File: config.mk
export PLATFORM = sky130hd
export DESIGN_NAME = kbib_queue
export DESIGN_NICKNAME = d
export VERILOG_FILES = /design/src/rtl/kbib_pkg.sv /design/src/rtl/kbib_queue.sv
export SDC_FILE = /design/constraint.sdc
export NUM_CORES = 1
export LEC_CHECK = 0
export ABC_AREA = 1
export BUFFER_PORTS_ARGS = -buffer_cell sky130_fd_sc_hd__buf_2
export CELL_PAD_IN_SITES_DETAIL_PLACEMENT = 0
export CELL_PAD_IN_SITES_GLOBAL_PLACEMENT = 1
export CORE_UTILIZATION = 43
export DETAILED_ROUTE_END_ITERATION = 10
export PLACE_DENSITY_LB_ADDON = 0.1
export SLEW_MARGIN = 20
export SYNTH_ARGS = -nofsm -noshare
export SYNTH_HDL_FRONTEND = slang
export SYNTH_SLANG_ARGS = --single-unit
File: constraint.sdc
create_clock -name clk -period 3.8 [get_ports clk]
set_clock_uncertainty 0.2 [all_clocks]
set_input_delay 0.19 -clock clk [delete_from_list [all_inputs] [get_ports clk]]
set_output_delay 0.19 -clock clk [all_outputs]
set_load 0.02 [all_outputs]
File: src/rtl/kbib_pkg.sv
// Shared types and constants for the k-mer block index builder.
// No dependencies.
package kbib_pkg;

    localparam int MAX_KEY_W = 24;   // code width at the largest supported k-mer length
    localparam int MAX_OFF_W = 20;   // in-block offset width at the largest block length
    localparam int KLEN_W    = 4;

    localparam logic [1:0] FUNC_CHAR    = 2'd0;
    localparam logic [1:0] FUNC_PREFIX  = 2'd1;
    localparam logic [1:0] FUNC_READ    = 2'd2;
    localparam logic [1:0] FUNC_RESTART = 2'd3;

    localparam logic [1:0] KIND_FILL   = 2'd0;
    localparam logic [1:0] KIND_OFFSET = 2'd1;
    localparam logic [1:0] KIND_READ   = 2'd2;

    localparam logic [1:0] REG_KMER_LEN  = 2'd0;
    localparam logic [1:0] REG_GENOME    = 2'd1;
    localparam logic [1:0] REG_FILL_PASS = 2'd2;

    localparam logic [3:0] KMER_LEN_RESET = 4'd8;

    typedef struct packed {
        logic [1:0]  func;
        logic [7:0]  base_char;
        logic [15:0] entry_index;
    } in_item_t;

    typedef struct packed {
        logic [1:0]  out_kind;
        logic [31:0] out_address;
        logic [31:0] out_value;
    } result_t;

    typedef struct packed {
        logic [1:0]           op;
        logic [MAX_KEY_W-1:0] key;
        logic [KLEN_W-1:0]    span;
        logic [31:0]          blk;
        logic [MAX_OFF_W-1:0] off;
        logic [31:0]          base;
    } cmd_t;

    typedef struct packed {
        logic        valid;
        logic [31:0] blk;
    } tag_t;

    typedef struct packed {
        logic clearing;
    } bk_status_t;

    function automatic logic [2:0] base_code(input logic [7:0] ch);
        logic [2:0] c;
        case (ch)
            8'h41, 8'h61:               c = 3'd0;
            8'h43, 8'h63:               c = 3'd1;
            8'h47, 8'h67, 8'h4e, 8'h6e: c = 3'd2;
            8'h54, 8'h74:               c = 3'd3;
            default:                    c = 3'd4;
        endcase
        return c;
    endfunction

endpackage

File: src/rtl/kbib_queue.sv
// Four-entry command queue between front and back.
// Depends on kbib_pkg.
module kbib_queue
    import kbib_pkg::*;
(
    input  logic clk,
    input  logic rst_n,
    input  logic wr_en,
    input  cmd_t wr_data,
    output logic q_full,
    input  logic rd_en,
    output cmd_t rd_data,
    output logic q_empty
);
    localparam int DEPTH = 4;
    localparam int PW = $clog2(DEPTH);

    cmd_t mem [DEPTH];
    logic [PW-1:0] wp_reg, rp_reg;
    logic [PW:0]   cnt_reg;

    assign q_full  = (cnt_reg == (PW+1)'(DEPTH));
    assign q_empty = (cnt_reg == '0);
    assign rd_data = mem[rp_reg];

    always_ff @(posedge clk)
    begin
        if (wr_en)
        begin
            mem[wp_reg] <= wr_data;
        end
    end

    always_ff @(posedge clk or negedge rst_n)
    begin
        if (!rst_n)
        begin
            wp_reg  <= '0;
            rp_reg  <= '0;
            cnt_reg <= '0;
        end
        else
        begin
            if (wr_en)
            begin
                wp_reg <= wp_reg + 1'b1;
            end
            if (rd_en)
            begin
                rp_reg <= rp_reg + 1'b1;
            end
            if (wr_en && !rd_en)
            begin
                cnt_reg <= cnt_reg + 1'b1;
            end
            else if (!wr_en && rd_en)
            begin
                cnt_reg <= cnt_reg - 1'b1;
            end
        end
    end
endmodule

Word-level counts from Yosys, hierarchy flattened
Memories as Yosys holds them, arrays and structs flattened.
Index checks and enable logic that the tools add are counted.

word-level totals
  register bits = 7
  bits in latches = 0
  bits in writable memories = 456
  bits in read-only memories = 0
  output and inout port bits = 116
  logic and storage cells = 19
  memories kept = 1

memories
  memory  depth  bits a word  read ports  clocked after memory_dff  wr ports  RTL line          source
  mem     4      114          1           0                         1         kbib_queue.sv:18  cmd_t mem [DEPTH];

cells by class
  add/sub/neg operators = 4
  $mul = 0
  divide/modulo/power cells = 0
  $lt $le $gt $ge = 0
  eq/ne operators = 1
  shifts and indexed selects = 0
  muxes and demuxes = 4
  bitwise logic cells = 0
  reduce and logical (&&, ||, !) cells = 6

operators by type and width
  operator                                           number
  2-to-1 mux 3 bit                                   2
  adder 2 x 1 -> 2 bit (second input constant)       2
  adder 3 x 1 -> 3 bit (second input constant)       1
  equality test 3 bit (second input constant)        1
  zero test 3 bit                                    1
  subtractor 3 x 1 -> 3 bit (second input constant)  1
  logical AND 1 bit                                  2
  zero test 1 bit                                    2
  2-to-1 mux 1 bit                                   2
  nonzero test 2 bit                                 1

Depth between registers and ports, before layout
  depth after elaboration = 4
  gate-level depth with buffers = 9
  gate-level depth less buffers = 9

Worst setup path after synthesis
No wires, ideal clock.

  kind = reg-to-reg
  start point = register wp_reg[0]
  end point = memory mem[2][0] in the netlist's numbering (enable)
  data arrival time = 2.879 ns
  required time = 3.132 ns
  path slack = 0.253 ns
  stages on the path, launching flop included = 5
  period minus slack after synthesis = 3.547 ns
  cells stage by stage = dfrtp_1 -> inv_1 -> ha_1 -> nand2_1 -> inv_1

RTL lines
  element                   RTL line          source
  start: declaration        kbib_queue.sv:19  logic [PW-1:0] wp_reg, rp_reg;
  start signal: assignment  kbib_queue.sv:46  wp_reg <= wp_reg + 1'b1;
  end: declaration          kbib_queue.sv:18

Straight into the memory's write port.

==> qor.yml <==
outcome:
  outcome: "completed"
drt:
  wl_um: 39900
  first_pass_iters: 4
  via_per_inst: 4.80
  drc_errors: 0
  drt-initial-drc-count: 602
  wire_per_inst_um: 17.2
  ant_nets: 0
  vias: 11091
yosys:
  syn-num-nets: 1502
  synth.top_cell.area_share_pct: 73.9
  ys_warn_count: 0
  synthCells: 1378
  ys_seq_area_share_pct: 74.9
  syn_area_mm2: 0.0185
  yosys.area.top_type: "edfxtp_1"
  ys_ff_latch: 463
  synthArstFlopShare_pct: 1.51
  synth_top_cells_by_area: "edfxtp_1, o211ai_1, nand2_1, inv_1, buf_6"
  synth_edf_count: 456
  syn_avg_cell_area_um2: 13.4
  synth_cell_types: 18
  ys.flop_type: "edfxtp_1"
clock_network:
  insertion_delay_ns: 0.57
  numCtsBuffers: 48
  h-tree-depth: 2
  post_cts_resized: 0
  cts_tree: "yes"
  clk_pin_slew_worst_paths_ns: 0.06
  cts.sinks: 463
  clockBufferDepth: 3
  cts-root-buf: "clkbuf_16"
grt:
  grt_pass1_wl_um: 61300
  globalRoute.totalOverflow: 0
  grt_pass1_vias: 10827
  antenna_found_initial: 3
  track_usage_pct: 18.4
  grt_max_degree: 76
finish:
  nNetsFinal: 1858
  largest_reg_flops: 456
  multi_input_area_mm2: 0.00319
  final_layout_size_suffix_gt1_share_pct: 18.6
  seq_area_mm2: 0.0139
  n_fill_cell: 3558
  area_delta_synth_final_pct: 23.1
timing:
  worst_pin_slew_ns: 0.952
  finalCritPeriodShare_pct: 80.6
  finalMaxSlewViolations: 0
  slew_headroom_pct: 36.5
  rsz0062_at_grt: "no"
  whs_ns: 0.157
  fmax_ghz: 0.327
  final.setup.tns_ns: 0
  post-route-min-period_ns: 3.06
  final_hold_viol_count: 0
  finalSetupViolations: 0
worst_hold_path:
  min_path_type: "in -> reg"
worst_setup_path:
  end_kind: "output port"
  crit_path_start: "rp_reg[1]"
  setup.worst_path.start_class: "register"
  rrSetupSlack_ns: 1.51
  reg2reg_depth: 5
  timing.rr.end: "mem[0][86]"
  endpoint: "rd_data[52]"
  rr_startpoint: "wp_reg[0]"
  cp_data_required_time_ns: 3.41
  critPathKind: "reg -> out"
  worstPathArrival_ns: 2.67
  worstPathMaxFanout: 61
run:
  drv_cap: 0
placement:
  detailed_place_hpwl_um: 23600
  portBuffers: 233
  globalplace.congestion: 0.772
floorplan:
  fp-row-count: 75
  die_w_um: 210
  design.die.area_mm2: 0.0439
  initial_core_util_pct: 43.9
  ios: 234
  core_mm2: 0.0422
  die_h_um: 210
power_and_ir_drop:
  p_leak_nw: 9.14
  p_per_area_mw_per_mm2: 781
  ir_drop_mv: 0.436
cells in the mapped netlist, types with 2 or more instances:
cell / n
dfrtp_1: 7
edfxtp_1: 456
buf_2: 36
buf_6: 27
ha_1: 5
buf_4: 8
xor2_1: 3
nor3_1: 2
o211ai_1: 228
nand2_1: 355
inv_1: 239
clkbuf_1: 6
metrics by stage:
step	total power, mW	setup WS, ns	std cells	utilization [%]	instance area (um^2)
2_1_floorplan	11.6	0.253	1378	-	18500
3_3_place_gp	13.6	1.27	2105	47.8	20200
3_5_place_dp	13.7	1.26	2105	47.8	20200
4_1_cts	18.1	0.639	2311	54.0	22800
5_1_grt	18.9	0.539	2311	54.0	22800
6_report	17.8	0.737	2313	54.0	22800
routing by layer:
metal	track usage [%]	share of wire (%)	up-vias
met4	4.73	1.6	4
met5	0	0.068	-
met1	24.3	45	5288
met3	4.46	5.1	55
met2	30.4	49	225
li1	-	-	5519
power by group:
part / internal (mW) / switching, mW
clock: 2.44 / 1.85
sequential: 6.67 / 0.429
combinational: 2.04 / 4.39
total: 11.1 / 6.67
cell type report:
class	instances	share of cell area, %
timing repair buffer	383	12.0
clock buffer	68	5.69
tap	539	2.96
antenna	2	0.0220
sequential	463	60.9
multi-input combinational	598	14.0
clock inverter	20	0.521
inverter	240	4.01
cell families after synthesis:
kind of cell,Yosys count,synth area share (%)
compound gates,229,9.27
fa+ha+maj,6,0.446
xor+xnor,4,0.189
flops,463,74.9
simple gates,359,7.31
buf+inv,317,7.94
critical path: stages, from the launching register on:
cell and delay (ns):
dfrtp_4 0.69, inv_4 0.72, buf_4 0.31, o211ai_1 0.11, nand2_1 0.08, buf_2 0.16
cells in the final DEF (no fill, tap or decap), drive strengths merged:
cell type | Yosys | routed
edfxtp | 456 | 456
nand2 | 355 | 355
buf | 71 | 265
inv | 240 | 242
o211ai | 228 | 228
dlygate4sd3 | 0 | 118
clkbuf | 6 | 68
clkinv | 0 | 17
dfrtp | 7 | 7
ha | 5 | 5
xor2 | 3 | 3
diode | 0 | 2
nor3 | 2 | 2
xnor2 | 1 | 1
o21ai | 1 | 1
nand3 | 1 | 1
nand4 | 1 | 1
fa | 1 | 1
bufinv | 0 | 1
how the worst min path moves through the flow:
| stage | from | end | depth (start not counted) | slack (ns) |
|---|---|---|---|---|
| floorplan | rst_n | cnt_reg[0] | 0 | -0.31 |
| global placement | rst_n | cnt_reg[0] | 1 | -0.16 |
| detailed placement | rst_n | cnt_reg[2] | 1 | -0.16 |
| CTS | wr_data[95] | mem[1][95] | 2 | 0.12 |
| global route | wr_data[95] | mem[1][95] | 2 | 0.13 |
| finish | wr_data[95] | mem[1][95] | 2 | 0.16 |
timing repair:
| item | 4_1_cts | 5_1_grt |
|---|---|---|
| endpoints found under the hold margin | 470 | 0 |
| hold buffers | 118 | 0 |
| setup buffers | 0 | 0 |
Note: power is estimated with default switching activity, not from simulation.
