**src/rtl/kbib_pkg.sv**
```systemverilog
// Shared types and constants for the k-mer block index builder.
// No dependencies.
package kbib_pkg;

    localparam int MAX_KEY_W = 24;   // code width at the largest supported k-mer length
    localparam int MAX_OFF_W = 20;   // in-block offset width at the largest block length
    localparam int KLEN_W    = 4;

    localparam logic [1:0] FUNC_CHAR    = 2'd0;
    localparam logic [1:0] FUNC_PREFIX  = 2'd1;
    localparam logic [1:0] FUNC_READ    = 2'd2;
    localparam logic [1:0] FUNC_RESTART = 2'd3;

    localparam logic [1:0] KIND_FILL   = 2'd0;
    localparam logic [1:0] KIND_OFFSET = 2'd1;
    localparam logic [1:0] KIND_READ   = 2'd2;

    localparam logic [1:0] REG_KMER_LEN  = 2'd0;
    localparam logic [1:0] REG_GENOME    = 2'd1;
    localparam logic [1:0] REG_FILL_PASS = 2'd2;

    localparam logic [3:0] KMER_LEN_RESET = 4'd8;

    typedef struct packed {
        logic [1:0]  func;
        logic [7:0]  base_char;
        logic [15:0] entry_index;
    } in_item_t;

    typedef struct packed {
        logic [1:0]  out_kind;
        logic [31:0] out_address;
        logic [31:0] out_value;
    } result_t;

    typedef struct packed {
        logic [1:0]           op;
        logic [MAX_KEY_W-1:0] key;
        logic [KLEN_W-1:0]    span;
        logic [31:0]          blk;
        logic [MAX_OFF_W-1:0] off;
        logic [31:0]          base;
    } cmd_t;

    typedef struct packed {
        logic        valid;
        logic [31:0] blk;
    } tag_t;

    typedef struct packed {
        logic clearing;
    } bk_status_t;

    function automatic logic [2:0] base_code(input logic [7:0] ch);
        logic [2:0] c;
        case (ch)
            8'h41, 8'h61:               c = 3'd0;
            8'h43, 8'h63:               c = 3'd1;
            8'h47, 8'h67, 8'h4e, 8'h6e: c = 3'd2;
            8'h54, 8'h74:               c = 3'd3;
            default:                    c = 3'd4;
        endcase
        return c;
    endfunction

endpackage

```
**src/rtl/kbib_front.sv**
```systemverilog
// Front end: accepts items, encodes bases, keeps the rolling code and position counters.
// Depends on kbib_pkg.
module kbib_front
    import kbib_pkg::*;
#(
    parameter int MAX_K     = 8,
    parameter int BLOCK_LEN = 1024
)
(
    input  logic       clk,
    input  logic       rst_n,
    input  logic       push,
    output logic       full,
    input  in_item_t   item,
    input  logic [3:0] kmer_len,
    input  logic [31:0] genome_length,
    input  bk_status_t bk_status,
    input  logic       q_full,
    output logic       q_push,
    output cmd_t       q_data
);
    localparam int CW = 2 * MAX_K;
    localparam int OFF_W = (BLOCK_LEN > 2) ? $clog2(BLOCK_LEN) : 1;
    localparam logic [OFF_W-1:0] OFF_LAST = OFF_W'(BLOCK_LEN - 1);

    logic [CW-1:0]    roll_reg, roll_next;
    logic [31:0]      cp_reg, cp_next;
    logic [31:0]      blk_reg, blk_next;
    logic [OFF_W-1:0] off_reg, off_next;
    logic [31:0]      base_reg, base_next;

    logic [3:0]    k;
    logic [CW-1:0] mask, roll_new;
    logic          accept, is_char, live, emit;

    assign full = q_full | bk_status.clearing;

    always_comb
    begin
        if (kmer_len < 4'd2)
        begin
            k = 4'd2;
        end
        else if (kmer_len > 4'(MAX_K))
        begin
            k = 4'(MAX_K);
        end
        else
        begin
            k = kmer_len;
        end
        for (int i = 0; i < CW; i++)
        begin
            mask[i] = (i < 2 * int'(k));
        end
        roll_new = ({roll_reg[CW-3:0], 2'b00} & mask) | CW'(base_code(item.base_char));

        accept  = push & ~full;
        is_char = (item.func == FUNC_CHAR);
        live    = (cp_reg < genome_length);
        emit    = accept & is_char & live & !(cp_reg < 32'(k - 4'd1));
        q_push  = accept & (!is_char | emit);

        q_data.op   = item.func;
        q_data.key  = is_char ? MAX_KEY_W'(roll_new) : MAX_KEY_W'(CW'(item.entry_index));
        q_data.span = k - 4'd1;
        q_data.blk  = blk_reg;
        q_data.off  = MAX_OFF_W'(off_reg);
        q_data.base = base_reg;

        roll_next = roll_reg;
        cp_next   = cp_reg;
        blk_next  = blk_reg;
        off_next  = off_reg;
        base_next = base_reg;
        if (accept && item.func == FUNC_RESTART)
        begin
            roll_next = '0;
            cp_next   = '0;
            blk_next  = '0;
            off_next  = '0;
            base_next = '0;
        end
        else if (accept && is_char && live)
        begin
            roll_next = roll_new;
            cp_next   = cp_reg + 32'd1;
            if (off_reg == OFF_LAST)
            begin
                off_next  = '0;
                blk_next  = blk_reg + 32'd1;
                base_next = base_reg + 32'(BLOCK_LEN);
            end
            else
            begin
                off_next = off_reg + 1'b1;
            end
        end
    end

    always_ff @(posedge clk or negedge rst_n)
    begin
        if (!rst_n)
        begin
            roll_reg <= '0;
            cp_reg   <= '0;
            blk_reg  <= '0;
            off_reg  <= '0;
            base_reg <= '0;
        end
        else
        begin
            roll_reg <= roll_next;
            cp_reg   <= cp_next;
            blk_reg  <= blk_next;
            off_reg  <= off_next;
            base_reg <= base_next;
        end
    end
endmodule

```
**config.mk**
```make
export PLATFORM = sky130hd
export DESIGN_NAME = kbib_front
export DESIGN_NICKNAME = d
export VERILOG_FILES = /design/src/rtl/kbib_pkg.sv /design/src/rtl/kbib_front.sv
export SDC_FILE = /design/constraint.sdc
export NUM_CORES = 1
export LEC_CHECK = 0
export ABC_AREA = 0
export BUFFER_PORTS_ARGS = -buffer_cell sky130_fd_sc_hd__clkbuf_2
export CAP_MARGIN = 10
export CORE_ASPECT_RATIO = 0.5
export CORE_UTILIZATION = 29
export CTS_CLUSTER_DIAMETER = 120
export DETAILED_ROUTE_END_ITERATION = 10
export REMOVE_ABC_BUFFERS = 1
export SYNTH_ARGS = -nofsm -noshare
export SYNTH_HDL_FRONTEND = slang
export SYNTH_SLANG_ARGS = --single-unit
```
**constraint.sdc**
```tcl
create_clock -name clk -period 3.02 [get_ports clk]
set_clock_uncertainty 0.05 [all_clocks]
set_input_delay 0.302 -clock clk [delete_from_list [all_inputs] [get_ports clk]]
set_output_delay 0.302 -clock clk [all_outputs]
set_load 0.02 [all_outputs]
```
Word level (Yosys, flattened, before mapping)
Index checks and enable logic that the tools add are counted.
{"block": "totals", "word_cells": 83, "reg_bits": 120, "ram_bits": 0, "memories": 0, "rom_bits": 0, "output_inout_bits": 116, "latchBits": 0}
{"block": "op_classes", "bitwise_logic": 10, "n_eq_ne": 12, "order_cmp": 20, "n_mux": 17, "mul": 0, "add_sub_neg": 6, "n_shift": 0, "n_div": 0, "reduce_logical": 13}
{"operator": "two-way mux 32 bit", "n": 8}
{"operator": "equality test 8 x 7 -> 1 bit, second input constant", "n": 10}
{"operator": "adder 32 x 1 -> 32 bit, second input constant", "n": 2}
{"operator": "less-than comparator 32 bit", "n": 2}
{"operator": "less-than comparator 4 x 5 -> 1 bit, first input constant", "n": 8}
{"operator": "adder 32 x 11 -> 32 bit, second input constant", "n": 1}
{"operator": "two-way mux 10 bit", "n": 3}
{"operator": "two-way mux 14 bit", "n": 2}
{"operator": "less-than comparator 3 x 5 -> 1 bit, first input constant", "n": 4}
{"operator": "bitwise AND 16 bit", "n": 1}
{"operator": "two-way mux 16 bit", "n": 1}
{"operator": "OR 16 x 3 -> 16 bit", "n": 1}
{"operator": "case mux 3 bit (4 select lines)", "n": 1}
{"operator": "adder 10 x 1 -> 10 bit, second input constant", "n": 1}
{"operator": "equality test 10 bit, second input constant", "n": 1}
{"operator": "less-than comparator 1 x 5 -> 1 bit, first input constant", "n": 2}
{"operator": "less-than comparator 2 x 5 -> 1 bit, first input constant", "n": 2}
{"operator": "two-way mux 4 bit", "n": 2}
{"operator": "OR reduction 2 bit", "n": 3}
{"operator": "bitwise AND 1 bit", "n": 5}
{"operator": "subtractor 4 x 1 -> 5 bit, second input constant", "n": 1}
{"operator": "greater-than comparator 4 bit, second input constant", "n": 1}
{"operator": "less-than comparator 4 x 2 -> 1 bit, second input constant", "n": 1}
{"operator": "nonzero test 2 bit", "n": 2}
{"operator": "other kinds (9)", "n": 13}

Depth between registers and ports, before layout
{"block": "logic_depth", "ltp_word": 9, "mapped_depth": 11, "mapped_depth_nobuf": 10}

Worst setup path after synthesis
No wires, ideal clock.
{"block": "synth_path", "path_type": "register -> output", "startpoint": "register cp_reg[21]", "endpoint": "output q_push", "t_arrival_ps": 2460, "path_buffers": 2, "stages_incl_launch_ff": 11, "t_required_ps": 2668, "slack_ps": 208, "cell_sequence": "dfrtp_1 -> ha_1 -> a21o_1 -> a21o_1 -> a21o_1 -> a21o_4 -> buf_4 -> buf_6 -> nor2_2 -> o21ai_0 -> a21oi_1"}
{"block": "synth_via", "elab_chain_len": 5}
{"item": "from (decl)", "line": "kbib_front.sv:27", "rtl": "logic [31:0] cp_reg, cp_next;"}
{"item": "from (signal assigned)", "line": "kbib_front.sv:114", "rtl": "cp_reg <= cp_next;"}
{"item": "less-than comparator 32 bit, on equally long branches", "line": "kbib_front.sv:60, kbib_front.sv:61"}
{"item": "bitwise AND 1 bit / zero test 1 bit (equally long branches)", "line": "kbib_front.sv:61", "rtl": "emit = accept & is_char & live & !(cp_reg < 32'(k - 4'd1));"}
{"item": "bitwise AND 1 bit (*)", "line": "kbib_front.sv:61"}
{"item": "OR 1 bit (*)", "line": "kbib_front.sv:62", "rtl": "q_push = accept & (!is_char | emit);"}
{"item": "bitwise AND 1 bit (*)", "line": "kbib_front.sv:62"}
{"item": "to (decl)", "line": "kbib_front.sv:19", "rtl": "output logic q_push,"}
Mark *: on every way between the ends. The rest lies on a longest branch, timed or not.

Worst setup path after layout
{"block": "layout_path", "startpoint": "register cp_reg[15]", "endpoint": "output q_push"}
The elaborated chain is that of the path after synthesis.

==> run metrics <==
Final nets 1281; vias per cell 5.015; post-route ant nets 0; Seq/Total Area, Yosys 0.3427; period utilisation layout 0.9831; Distinct cells, synth 71; TritonCTS clock tree yes; gr ovfl total 0; count leader, synth dfrtp_1; violated checks hold timing; # diodes 0; register share of total power 0.475; final count of pins violating max slew 0; drc violations 0; Worst-Margin Slew 844.3 ps; total iterations of the first detailed-routing run 5; count of flip-flops with a built-in enable after synthesis 0; R2R depth 11; Synth Warn # 0; switch share 0.3027; Int Power 2.290 mW; Core ar. 26800 um2; CTS sink cnt 110; worst reg-to-reg setup slack 80 ps; Inst Count DP 1480; post-layout min period 2969 ps; die width 237.4 um; RSZ-0062 raised after global routing true; pin count of the biggest net entering global routing 63; vias in the first global route 7061; Mean Syn Cell Area 8.526 um2; peak supply drop 0.0002778 V; I/O pin total 183; clock buffer depth 2; P per Cell Area 332.7 nW/um2; final setup fails 0; Net Sw Power 0.9937 mW; #FFs+latches synth 110; CP Class register to output pin; share of the synthesized area in the top cell type 0.3427; crit path cell chain ha_4 -> nand4_1 -> or4_1 -> o32ai_2 -> o21a_4 -> nor2_4 -> o21ai_2 -> a21oi_2 -> clkbuf_8; crit end category output pin; Port Buffer Count 152; DRT iter0 DRCs 505; first-pass GRT wire length 36650 um; status complete, but fails checks; vias post-DR 7547; maxcap violations 0; Synth area leaders dfrtp_1 (34%), ha_1 (10%), nand2_1 (4.8%), xnor2_1 (4.3%), nand4_1 (4.1%); final core utilization 0.3682; number of antenna violations at the first check in global routing 0; origin of the critical flop-to-flop path cp_reg[14]; met1 GRT Util 0.1963; synth cell count leaders dfrtp_1 (110), nand2_1 (103), nor2_1 (82); Synth Cell Area 8031 um2; Async SR Flop Fraction 1.000; Main synth FF type dfrtp_1; clock power share 0.369; dpl hpwl 17310 um; htree depth 3; Fin Hold WS -27.74 ps; Gate power share 0.157; slew margin rel. 0.4371; r2r endpoint cp_reg[24]; grt met3 use 0.02899; Lkg Pwr 4.841 nW; worst skew pair latency 370 ps; Avg WL per Cell 15.16 um; GR Util met2 0.2870; Total Routing Usage GR 0.1605; Routed WL 22810 um; layout cells sized above 1 0.2324; die height 119.7 um; Critical Path RT 2670 ps; Synth area leader dfrtp_1; slowest stage delay, CP 540 ps; hold crit path type primary input to asynchronous set/reset pin; row count 42; Layout area overhead 22.87%; Synth Instances 942; Initial Utilization 0.2997; fin cells 1505; final hold vios 22; clock buffer count from CTS 9; CP max-delay cell or4_1; RePlAce Congestion 0.8590; worst-path fanout max 2; Reg clk slew, reported paths 90 ps; CP Launch Type register; crit path DAT 2620 ps; CTS root buffer clkbuf_16; full die area 28400 um2; fmax 336.8 MHz; GR peak layer met2
-- kinds of logic (layout without fill, tap and decap cells) --
group / after synthesis / in the layout / synth area share
muxes: 18 / 18 / 0.02259
buffers and inverters: 120 / 275 / 0.07930
and+or+nand+nor: 432 / 432 / 0.2840
AOI/OAI and AO/OA: 145 / 145 / 0.1142
other: 2 / 58 / 0.0009351
adders and majority gates: 66 / 66 / 0.1028
DFF: 110 / 110 / 0.3427
xor gates and xnor gates: 49 / 49 / 0.05343
-- routing by layer --
metal	wire length (um)	vias to the layer above
met5	0	-
li1	-	3694
met2	11520	144
met3	965	28
met1	9825	3681
met4	495	0
-- layout make-up --
class                           count  area [um2]
Multi-Input combinational cell    768        4942
Clock inverter                      7       72.57
Clock buffer                        9       225.2
Tap cell                          352       440.4
Inverter                           45       168.9
Timing Repair Buffer              214        1266
Sequential cell                   110        2753
Fill cell                        2740       16930
-- power groups by stage --
stage | sequential (mW) | clock, mW | combinational [mW]
after global routing | 1.56 | 1.30 | 0.577
final | 1.56 | 1.21 | 0.515
after global placement | 1.58 | 0 | 0.497
after floorplan | 1.61 | 0 | 0.261
after CTS | 1.56 | 1.24 | 0.521
after detailed placement | 1.59 | 0 | 0.512
-- placed cells by master, fill, tap and decap left out, drive strengths merged, types with 3 or more instances in the layout --
| cell | synthesis | layout |
|---|---|---|
| a211oi | 5 | 5 |
| a21o | 12 | 12 |
| a21oi | 34 | 34 |
| a31o | 3 | 3 |
| a31oi | 4 | 4 |
| and2 | 8 | 8 |
| and3 | 15 | 15 |
| and4 | 13 | 13 |
| buf | 51 | 63 |
| clkbuf | 24 | 160 |
| clkinv | 0 | 6 |
| conb | 2 | 58 |
| dfrtp | 110 | 110 |
| ha | 66 | 66 |
| inv | 45 | 46 |
| mux2i | 17 | 17 |
| nand2 | 104 | 104 |
| nand2b | 12 | 12 |
| nand3 | 56 | 56 |
| nand4 | 53 | 53 |
| nand4b | 4 | 4 |
| nor2 | 83 | 83 |
| nor3 | 42 | 42 |
| nor3b | 4 | 4 |
| nor4 | 14 | 14 |
| o21a | 7 | 7 |
| o21ai | 64 | 64 |
| or2 | 4 | 4 |
| or4 | 9 | 9 |
| xnor2 | 39 | 39 |
| xor2 | 10 | 10 |
-- worst max-delay path by stage --
stage	cells past startpoint	slack [ps]	start	to
after floorplan	8	50	cp_reg[14]	off_reg[3]
after global placement	11	150	genome_length[21]	blk_reg[30]
after detailed placement	11	80	genome_length[5]	blk_reg[30]
after CTS	9	-9	cp_reg[15]	q_push
after global routing	9	-80	cp_reg[13]	q_push
final	9	50	cp_reg[15]	q_push
-- what timing repair did --
item,4_1_cts,5_1_grt
endpoints found under the setup margin,1,14
hold buffers,0,0
pin swaps,8,3
gates resized for setup,10,7
buffers inserted,7,2
-- worst max-delay path, delay by kind of cell (launching register included) --
| kind | cells | cell delay [ps] |
|---|---|---|
| buffers and inverters | 1 | 170 |
| flip-flops | 1 | 410 |
| AO/OA/AOI/OAI | 4 | 710 |
| adder cells (fa/ha/maj) | 1 | 270 |
| AND/OR/NAND/NOR | 3 | 690 |
-- metrics by stage --
stage / cell area, um2 / setup slack [ps] / TNS [ps] / total power, mW
2_1_floorplan: 7774 / 49.70 / 0 / 1.872
3_3_place_gp: 9407 / 154.0 / 0 / 2.082
3_5_place_dp: 9407 / 76.01 / 0 / 2.099
4_1_cts: 9821 / -8.938 / -8.938 / 3.320
5_1_grt: 9868 / -82.71 / -82.71 / 3.438
6_report: 9868 / 50.94 / 0 / 3.283
(Power assumes the default switching activity.)
